<file path="src/rtl/core/tste_pkg.sv">
// Shared types, constants and helpers for the typed segment text extractor.
package tste_pkg;

  // Parse phase, one-hot
  typedef enum logic [3:0] {
    PH_TYPE = 4'b0001,
    PH_LEN  = 4'b0010,
    PH_SKIP = 4'b0100,
    PH_TEXT = 4'b1000
  } phase_e;

  // One result transaction as it leaves the parser
  typedef struct packed {
    logic [7:0] out_byte;
    logic       out_valid;
    logic       block_end;
  } result_t;

  localparam int unsigned NumTextKinds = 9;
  localparam logic [7:0] NewlineByte = 8'h0A;
  localparam logic [7:0] UpperFirst  = 8'h41;  // 'A'
  localparam logic [7:0] UpperLast   = 8'h5A;  // 'Z'
  localparam logic [1:0] LenLastIdx  = 2'd3;

  // Type bytes whose text is kept: m l g t x y k w h
  localparam logic [7:0] TextKinds [NumTextKinds] = '{
    8'h6D, 8'h6C, 8'h67, 8'h74, 8'h78, 8'h79, 8'h6B, 8'h77, 8'h68
  };

  function automatic logic is_text_kind(logic [7:0] b);
    logic hit;
    hit = 1'b0;
    for (int unsigned k = 0; k < NumTextKinds; k++) begin
      if (TextKinds[k] == b) begin
        hit = 1'b1;
      end
    end
    return hit;
  endfunction

endpackage

</file>
<file path="src/rtl/core/tste_parse.sv">
// Segment parser: mode register, parse state and per-byte result logic.
module tste_parse (
  input  logic              clk_i,
  input  logic              rst_ni,
  input  logic              cfg_we_i,
  input  logic              cfg_data_i,
  input  logic              acc_i,
  input  logic [7:0]        in_byte_i,
  input  logic              last_byte_i,
  output logic              push_o,
  output tste_pkg::result_t res_o
);

  logic                 pass_q;
  tste_pkg::phase_e     phase_q, phase_d;
  logic [23:0]          len_q, len_d;
  logic [1:0]           len_cnt_q, len_cnt_d;
  logic [31:0]          skip_q, skip_d;
  logic                 seg_text_q, seg_text_d;
  logic                 any_out_q, any_out_d;
  logic                 emit;
  logic [7:0]           emit_byte;
  logic [31:0]          full_len;

  assign full_len = {len_q, in_byte_i};

  // Next parse state and output byte for the byte on the input
  always_comb begin
    phase_d    = phase_q;
    len_d      = len_q;
    len_cnt_d  = len_cnt_q;
    skip_d     = skip_q;
    seg_text_d = seg_text_q;
    emit       = 1'b0;
    emit_byte  = in_byte_i;
    if (pass_q) begin
      emit = 1'b1;
    end else begin
      unique case (phase_q)
        tste_pkg::PH_TYPE: begin
          if (in_byte_i >= tste_pkg::UpperFirst && in_byte_i <= tste_pkg::UpperLast) begin
            phase_d   = tste_pkg::PH_LEN;
            len_d     = '0;
            len_cnt_d = '0;
          end else begin
            seg_text_d = tste_pkg::is_text_kind(in_byte_i);
            phase_d    = tste_pkg::PH_TEXT;
            if (seg_text_d && any_out_q) begin
              emit      = 1'b1;
              emit_byte = tste_pkg::NewlineByte;
            end
          end
        end
        tste_pkg::PH_LEN: begin
          len_d = full_len[23:0];
          if (len_cnt_q == tste_pkg::LenLastIdx) begin
            len_cnt_d = '0;
            skip_d    = full_len;
            phase_d   = (full_len == '0) ? tste_pkg::PH_TYPE : tste_pkg::PH_SKIP;
          end else begin
            len_cnt_d = len_cnt_q + 2'd1;
          end
        end
        tste_pkg::PH_SKIP: begin
          skip_d = skip_q - 32'd1;
          if (skip_q == 32'd1) begin
            phase_d = tste_pkg::PH_TYPE;
          end
        end
        tste_pkg::PH_TEXT: begin
          if (in_byte_i == 8'h00) begin
            phase_d    = tste_pkg::PH_TYPE;
            seg_text_d = 1'b0;
          end else if (seg_text_q) begin
            emit = 1'b1;
          end
        end
        default: begin
          phase_d = tste_pkg::PH_TYPE;
        end
      endcase
    end
    any_out_d = any_out_q | emit;
    // final byte returns the parse to its reset state
    if (last_byte_i) begin
      phase_d    = tste_pkg::PH_TYPE;
      len_d      = '0;
      len_cnt_d  = '0;
      skip_d     = '0;
      seg_text_d = 1'b0;
      any_out_d  = 1'b0;
    end
  end

  // Result transaction: any emitted byte, and always the final byte
  assign push_o          = acc_i & (emit | last_byte_i);
  assign res_o.out_byte  = emit ? emit_byte : 8'h00;
  assign res_o.out_valid = emit;
  assign res_o.block_end = last_byte_i;

  // Mode register
  always_ff @(posedge clk_i or negedge rst_ni) begin
    if (!rst_ni) begin
      pass_q <= 1'b0;
    end else if (cfg_we_i) begin
      pass_q <= cfg_data_i;
    end
  end

  // Parse state
  always_ff @(posedge clk_i or negedge rst_ni) begin
    if (!rst_ni) begin
      phase_q    <= tste_pkg::PH_TYPE;
      len_q      <= '0;
      len_cnt_q  <= '0;
      skip_q     <= '0;
      seg_text_q <= 1'b0;
      any_out_q  <= 1'b0;
    end else if (acc_i) begin
      phase_q    <= phase_d;
      len_q      <= len_d;
      len_cnt_q  <= len_cnt_d;
      skip_q     <= skip_d;
      seg_text_q <= seg_text_d;
      any_out_q  <= any_out_d;
    end
  end

  // The skip phase always has bytes left to skip
  assert property (@(posedge clk_i) disable iff (!rst_ni)
    (phase_q == tste_pkg::PH_SKIP) |-> (skip_q != 32'd0))
    else $error("skip phase with zero bytes remaining");

  // A final byte leaves the parser in its reset state
  assert property (@(posedge clk_i) disable iff (!rst_ni)
    (acc_i && last_byte_i) |=> (phase_q == tste_pkg::PH_TYPE && !any_out_q && !seg_text_q))
    else $error("parse state not cleared after block end");

endmodule

</file>
<file path="src/rtl/core/tste_out_buf.sv">
// Result register with a skid stage so input and output sides decouple.
module tste_out_buf (
  input  logic              clk_i,
  input  logic              rst_ni,
  input  logic              push_i,
  input  tste_pkg::result_t res_i,
  output logic              ready_o,
  output logic              valid_o,
  input  logic              ready_i,
  output tste_pkg::result_t res_o
);

  tste_pkg::result_t out_q, out_d, skid_q, skid_d;
  logic              out_v_q, out_v_d, skid_v_q, skid_v_d;
  logic              pop;

  assign pop     = out_v_q & ready_i;
  assign ready_o = ~skid_v_q;
  assign valid_o = out_v_q;
  assign res_o   = out_q;

  // Move skid into the output slot on pop, park a new result in skid on stall
  always_comb begin
    out_d    = out_q;
    out_v_d  = out_v_q;
    skid_d   = skid_q;
    skid_v_d = skid_v_q;
    if (pop) begin
      if (skid_v_q) begin
        out_d    = skid_q;
        skid_v_d = 1'b0;
      end else begin
        out_d   = res_i;
        out_v_d = push_i;
      end
    end else if (push_i) begin
      if (!out_v_q) begin
        out_d   = res_i;
        out_v_d = 1'b1;
      end else begin
        skid_d   = res_i;
        skid_v_d = 1'b1;
      end
    end
  end

  always_ff @(posedge clk_i or negedge rst_ni) begin
    if (!rst_ni) begin
      out_v_q  <= 1'b0;
      skid_v_q <= 1'b0;
    end else begin
      out_v_q  <= out_v_d;
      skid_v_q <= skid_v_d;
    end
  end

  always_ff @(posedge clk_i) begin
    out_q  <= out_d;
    skid_q <= skid_d;
  end

  // Skid only holds data behind a full output slot
  assert property (@(posedge clk_i) disable iff (!rst_ni)
    skid_v_q |-> out_v_q)
    else $error("skid stage full while output slot empty");

  // A stalled output with a full skid draws no new result
  assert property (@(posedge clk_i) disable iff (!rst_ni)
    (skid_v_q && !ready_i) |=> (skid_v_q && $stable(skid_q)))
    else $error("skid stage changed during stall");

endmodule

</file>
<file path="src/rtl/core/typed_segment_text_extractor.sv">
// Top level of the typed segment text extractor.
// Usage:
//   Input channel (in_valid_i/in_ready_o) carries one byte of a definition
//   block per transaction, with last_byte_i set on its final byte.
//   Result channel (res_valid_o/res_ready_i) carries out_byte_o, out_valid_o
//   and block_end_o. A result is made for every kept text byte (every byte
//   when pass_through is set), for each newline separator, and always for the final byte of a block.
//   Configuration channel (cfg_valid_i/cfg_ready_o) writes pass_through;
//   write it only while no block is in flight.
// Output: each result is registered in the output slot, or parked in the skid
//   stage while that slot is full. Throughput: one byte per cycle while
//   in_ready_o is high; the parser state update is a single compare/decrement
//   step, and a result register plus skid stage absorb one stalled result.
// Stall: when the receiver holds res_ready_i low, one more result is parked
//   in the skid stage, then in_ready_o drops until the receiver takes one.
// Reset: pass_through clears to 0, the parser returns to expecting a type
//   byte, and both result slots empty.
module typed_segment_text_extractor (
  input  logic       clk_i,
  input  logic       rst_ni,
  input  logic       cfg_valid_i,
  output logic       cfg_ready_o,
  input  logic       cfg_pass_through_i,
  input  logic       in_valid_i,
  output logic       in_ready_o,
  input  logic [7:0] in_byte_i,
  input  logic       last_byte_i,
  output logic       res_valid_o,
  input  logic       res_ready_i,
  output logic [7:0] out_byte_o,
  output logic       out_valid_o,
  output logic       block_end_o
);

  logic              acc;
  logic              push;
  tste_pkg::result_t res_new, res_out;

  assign cfg_ready_o = 1'b1;
  assign acc         = in_valid_i & in_ready_o;

  tste_parse u_parse (
    .clk_i       (clk_i),
    .rst_ni      (rst_ni),
    .cfg_we_i    (cfg_valid_i),
    .cfg_data_i  (cfg_pass_through_i),
    .acc_i       (acc),
    .in_byte_i   (in_byte_i),
    .last_byte_i (last_byte_i),
    .push_o      (push),
    .res_o       (res_new)
  );

  tste_out_buf u_out_buf (
    .clk_i   (clk_i),
    .rst_ni  (rst_ni),
    .push_i  (push),
    .res_i   (res_new),
    .ready_o (in_ready_o),
    .valid_o (res_valid_o),
    .ready_i (res_ready_i),
    .res_o   (res_out)
  );

  assign out_byte_o  = res_out.out_byte;
  assign out_valid_o = res_out.out_valid;
  assign block_end_o = res_out.block_end;

endmodule
</file>
<file path="config.mk">
export PLATFORM = sky130hd
export DESIGN_NAME = typed_segment_text_extractor
export DESIGN_NICKNAME = d
export VERILOG_FILES = /design/src/rtl/core/tste_pkg.sv /design/src/rtl/core/tste_parse.sv /design/src/rtl/core/tste_out_buf.sv /design/src/rtl/core/typed_segment_text_extractor.sv
export SDC_FILE = /design/constraint.sdc
export NUM_CORES = 1
export LEC_CHECK = 0
export BUFFER_PORTS_ARGS = -buffer_cell sky130_fd_sc_hd__buf_2
export CORE_MARGIN = 2
export CORE_UTILIZATION = 55
export CTS_CLUSTER_DIAMETER = 40
export DETAILED_ROUTE_END_ITERATION = 10
export PLACE_DENSITY = 0.76
export SETUP_SLACK_MARGIN = 0.1
export SKIP_LAST_GASP = 1
export SYNTH_ARGS = -nofsm -noshare
export SYNTH_HDL_FRONTEND = slang
export SYNTH_SLANG_ARGS = --single-unit
</file>
<file path="constraint.sdc">
create_clock -name clk_i -period 2.8 [get_ports clk_i]
set_clock_uncertainty 0.2 [all_clocks]
set_input_delay 0.28 -clock clk_i [delete_from_list [all_inputs] [get_ports clk_i]]
set_output_delay 0.28 -clock clk_i [all_outputs]
set_load 0.02 [all_outputs]
</file>
======== After elaboration in Yosys (flattened, before gate mapping) ========
Cells that the tools add are included.
storage, ports and cells
  register bits ........................... 87
  input bits .............................. 15
  output and inout port bits .............. 13
  logic and storage cells ................. 126
operators by class
  add/sub/neg operators ................... 2
  magnitude comparators ................... 2
  equality and inequality tests ........... 23
  muxes and demuxes ....................... 60
  bitwise logic cells ..................... 7
  reductions and logical operators ........ 17
operators with widths
  cell                     count
  $mux W32                 3
  $eq A7 B8 Y1 const A     9
  $mux W24                 3
  $pmux W32 S2             1
  $pmux W24 S2             1
  $mux W10                 4
  $mux W8                  5
  $eq A32 B1 Y1 const B    1
  $logic_not A32 Y1        1
  $sub A32 B1 Y32 const B  1
  $mux W1                  28
  $mux W4                  6
  $pmux W4 S4              1
  $ne A3 B2 Y1 const B     4
  $reduce_and A5 Y1        2
  $reduce_bool A3 Y1       3
  $ge A8 B7 Y1 const B     1
  $le A8 B7 Y1 const B     1
  $logic_not A8 Y1         1
  $mux W2                  4
  $reduce_and A4 Y1        2
  $ne A2 B2 Y1 const B     3
  $reduce_and A2 Y1        3
  $eq A4 B1 Y1 const B     1
  other kinds (15)         22

======== Longest topological paths before layout ========
  depth in word-level cells ............... 22
  mapped depth ............................ 7

======== Modules after synthesis ========
A second synthesis with hierarchy kept.
unflattened totals
  cells, all modules ...................... 475
  area, all modules ....................... 4,684.5 µm²
modules (own cells, without submodules)
  module                        times used  cells each  area each (µm²)  seq. area each (µm²)
  tste_parse                    1           432         3,841.2          1,627.8
  tste_out_buf                  1           40          825.8            650.6
  typed_segment_text_extractor  1           3           17.5             0.0

======== Worst setup path before layout ========
No wires, ideal clock.
  kind .................................... reg2reg
  start ................................... register u_parse.skip_q[18]
  end ..................................... register u_parse.skip_q[27]
  arrival time ............................ 2.584 ns
  data required time ...................... 2.514 ns
  slack ................................... -0.070 ns
  cell stages (with the launch flop) ...... 8
  period minus slack after synthesis ...... 2.870 ns
  cells stage by stage .................... dfrtp_1 or4_1 buf_2 or4_4 or3_1 buf_6 o41a_1 o221ai_2
on the way
  word-level cells in the longest chain between the ends .. 4
ends and longest elaborated chain
  what                      RTL line           text
  start: declaration        tste_parse.sv:18   logic [31:0] skip_q, skip_d;
  start signal: assignment  tste_parse.sv:123  skip_q <= skip_d;
  $sub A32 B1 Y32           tste_parse.sv:65   skip_d = skip_q - 32'd1;
  $pmux W32 S2              tste_parse.sv:39   unique case (phase_q)
  $mux W32                  tste_parse.sv:36   if (pass_q) begin
  $mux W32                  tste_parse.sv:85   if (last_byte_i) begin
Every way passes these cells. The select of a mux whose other input is x is not followed.
A chain may end at the register's enable or synchronous reset.

======== Worst setup path after layout ========
  start ................................... register u_parse.skip_q[7]
  end ..................................... register u_parse.skip_q[27]
Same word-level chain as after synthesis.

==> impl_metrics.tcl <==
set metrics [dict create \
    worst_path_max_delay_cell "sky130_fd_sc_hd__or4_4" \
    fin_tns_setup_ns 0 \
    grt_pass1_wl_um 19800 \
    number_of_nets_produced_by_synthesis 493 \
    cts-root-buf "sky130_fd_sc_hd__clkbuf_8" \
    achievable-frequency_mhz 372 \
    hold_start "res_ready_i" \
    ys.warnings.count 0 \
    cts_tree "yes" \
    timing.setup.critical_path_class "reg -> reg" \
    antenna-diode-count 0 \
    dpl.hpwl_um 8170 \
    clock_path_buffers 2 \
    period_needed_ns 2.69 \
    globalRoute.totalOverflow 0 \
    timing_hold_violations_final 0 \
    crit_path_max_fanout 8 \
    status "finished, final reports clean" \
    final.fill_count 660 \
    power_density_relative_to_cell_area_mw_per_mm2 580 \
    detail-route-antenna-nets 0 \
    hold_ws_ns 0.0553 \
    hold_path_class "in -> reg" \
    timing.max_cap.violations 0 \
    hold_path_depth 3 \
    globalRouteTotalUtil_pct 28.4 \
    synth-main-ff-cell "sky130_fd_sc_hd__dfrtp_1" \
    clk-insertion-delay-late_ns 0.36 \
    layout_worst_path_cycle_share_pct 96.1 \
    drt_iter0_markers 352 \
    worst_r2r_endpoint "u_parse.skip_q[27]" \
    critical-path-max-stage-delay_ns 0.53 \
    cts.reportedPaths.clkPinSlew_ns 0.09 \
    detail_route.vias_per_cell 6.63 \
    cts_inserted_buffers 9 \
    p_leak_nw 2.33 \
    clock_tree.htree_level_count 3 \
    start_util_pct 56.4 \
    worstPathCellList "or4_4 -> or4_4 -> or3_4 -> o41a_1 -> o221ai_2" \
    crit_required_ns 2.87 \
    post_layout_nonfiller_instances 619 \
    grt_max_degree 68 \
    place_congestion 0.962 \
    drt-total-wl_um 12300 \
    cp-end-kind "register" \
    synth.cell_area_mm2 0.00461 \
    multi_input_comb_area_mm2 0.00219 \
    leading_cell_type_in_the_layout_fill_and_taps_excluded "sky130_fd_sc_hd__dfrtp_1" \
    worst_r2r_startpoint "u_parse.skip_q[7]" \
    detail_route.drc_violations 0 \
    antenna_violations_before_repair 0 \
    io_pins 28 \
    worst_slew_margin_rel_pct 33.8 \
    route.detailed.wl_per_inst_um 19.8 \
    count_of_distinct_cell_types_in_the_synthesized_netlist 58 \
    clock_sink_count 87 \
    die_outline_area_mm2 0.00913 \
    floorplan.rows 33 \
    synth_seq_cells 87 \
    report.final.setup_viol 0 \
    synth_enable_flop_cells 20 \
    worst-slew-pin-transition_ns 0.993 \
    route.vias.total 4101 \
    synth_top_cells_by_area "sky130_fd_sc_hd__dfrtp_1, sky130_fd_sc_hd__edfxtp_1, sky130_fd_sc_hd__a22o_1, sky130_fd_sc_hd__o21ai_0, sky130_fd_sc_hd__nand2_1" \
    most_used_cells_in_the_layout_excluding_fill_and_tap_cells "sky130_fd_sc_hd__dfrtp_1, sky130_fd_sc_hd__nand2_1, sky130_fd_sc_hd__o21ai_0, sky130_fd_sc_hd__a22o_1, sky130_fd_sc_hd__buf_2" \
    ir_drop_mv 0.306 \
    reg2reg_depth 5 \
    syn_avg_cell_area_um2 9.70 \
    rrSetupSlack_ns 0.11 \
    grt_pass1_vias 3838 \
    synthDominantAreaCellType "sky130_fd_sc_hd__dfrtp_1" \
    sequential_cell_area_mm2 0.00228 \
    place.detailed.instances 600 \
    critPathArrivalTime_ns 2.76 \
    core_area_mm2 0.00818 \
    report.final.slew_viol_count 0 \
    place.port_buffers 26 \
    worst_setup_path_start_kind "register" \
    postSynth.asyncResetShare_pct 77.0 \
    critical-path-top-cell-by-count "sky130_fd_sc_hd__or4_4" \
    drt_first_pass_iters 5 \
    post_synth_inst_count 475 \
    fin_nets 527 \
    die_w_um 95.5 \
    drive_gt1_share_pct 16.5 \
    die-height_um 95.5 \
    hold_path_end "u_out_buf.skid_v_q" \
    setup_repair_after_global_routing_missed_its_margin "yes" \
    synth_to_final_area_change_pct 13.1 \
    util_after_layout_pct 63.8 \
    synth_top_cell_area_share_pct 35.8 \
    synth-seq-area-share_pct 49.4 \
]
[synthesized netlist by cell type (7+ instances only)]
library cell / n
sky130_fd_sc_hd__and2_1: 8
sky130_fd_sc_hd__o21ai_0: 41
sky130_fd_sc_hd__edfxtp_1: 20
sky130_fd_sc_hd__a22o_1: 30
sky130_fd_sc_hd__nand3_1: 7
sky130_fd_sc_hd__and3_1: 9
sky130_fd_sc_hd__nand2_1: 42
sky130_fd_sc_hd__nor2_1: 23
sky130_fd_sc_hd__or3_1: 7
sky130_fd_sc_hd__nor4_1: 22
sky130_fd_sc_hd__o2bb2ai_1: 8
sky130_fd_sc_hd__a21oi_1: 23
sky130_fd_sc_hd__clkbuf_1: 28
sky130_fd_sc_hd__a31oi_1: 7
sky130_fd_sc_hd__dfrtp_1: 66
sky130_fd_sc_hd__nor3_1: 25
sky130_fd_sc_hd__inv_1: 11
[logic make-up after synthesis]
group,count (synthesis),share of synthesized area [%]
AO/OA/AOI/OAI,163,24.8
adder cells (fa/ha/maj),3,0.814
buffers and inverters,42,3.69
flip-flops,87,49.4
multiplexers,6,1.44
other,1,0.0814
AND/OR/NAND/NOR,173,19.8
[state kept, by name (all words and copies together), names as in the netlist]
| signal | count |
|---|---|
| u_parse.pass_q | 1 |
| u_parse.len_q | 24 |
| u_out_buf.skid_q | 10 |
| u_out_buf.skid_v_q | 1 |
| u_parse.any_out_q | 1 |
| u_parse.len_cnt_q | 2 |
| u_parse.seg_text_q | 1 |
| u_parse.skip_q | 32 |
| u_out_buf.res_o | 10 |
| u_parse.phase_q | 4 |
| u_out_buf.valid_o | 1 |
[per-stage QoR]
step                instance area (um2)  power (mW)  setup slack [ns]
finish                             5210        3.02             0.110
floorplan                          4620        1.88            0.0949
CTS                                5190        3.02            0.0935
detailed placement                 4930        2.06            0.0308
global placement                   4930        2.04             0.105
global route                       5210        3.16            0.0665
[layer usage]
layer | vias up | part of all wire (%) | wire [um] | GRT usage, %
met4 | 0 | 2.9 | 350 | 13.3
li1 | 1901 | - | - | -
met3 | 34 | 6.9 | 844 | 3.32
met1 | 1979 | 44 | 5360 | 39.5
met5 | - | 0 | 0 | 0
met2 | 187 | 47 | 5730 | 44.4
[worst max-delay path by stage]
stage               depth (start not counted)            endpoint               start  slack (ns)
floorplan                                   7  u_parse.skip_q[27]  u_parse.skip_q[18]        0.09
global placement                            5  u_parse.skip_q[27]   u_parse.skip_q[7]        0.11
detailed placement                          5  u_parse.skip_q[27]   u_parse.skip_q[7]        0.03
CTS                                         5  u_parse.skip_q[27]   u_parse.skip_q[7]        0.09
global route                                5  u_parse.skip_q[27]   u_parse.skip_q[7]        0.07
finish                                      5  u_parse.skip_q[27]   u_parse.skip_q[7]        0.11
[worst max-delay path, delay by kind of cell (launching register included)]
family / cells / cell delay (ns)
AO/OA/AOI/OAI: 2 / 0.54
flip-flops: 1 / 0.41
AND/OR/NAND/NOR: 3 / 1.45
[power by group]
group,switching (mW),total (mW),internal [mW]
Sequential,0.0764,1.50,1.42
Clock,0.471,0.976,0.504
Combinational,0.354,0.550,0.196
Total,0.902,3.02,2.12
[layout make-up]
class	instances	share of cell area, %
Clock buffer	9	2.38
Clock inverter	7	1.87
Inverter	11	0.792
Multi-Input combinational cell	346	42.1
Sequential cell	87	43.7
Tap cell	105	2.52
Timing Repair Buffer	54	6.67
[timing repair]
item	4_1_cts	5_1_grt
resized for setup	1	5
setup buffers	0	0
hold buffers	3	0
endpoints found under the hold margin	67	0
endpoints found under the setup margin	2	6
Power figures use the tool's default switching activity.
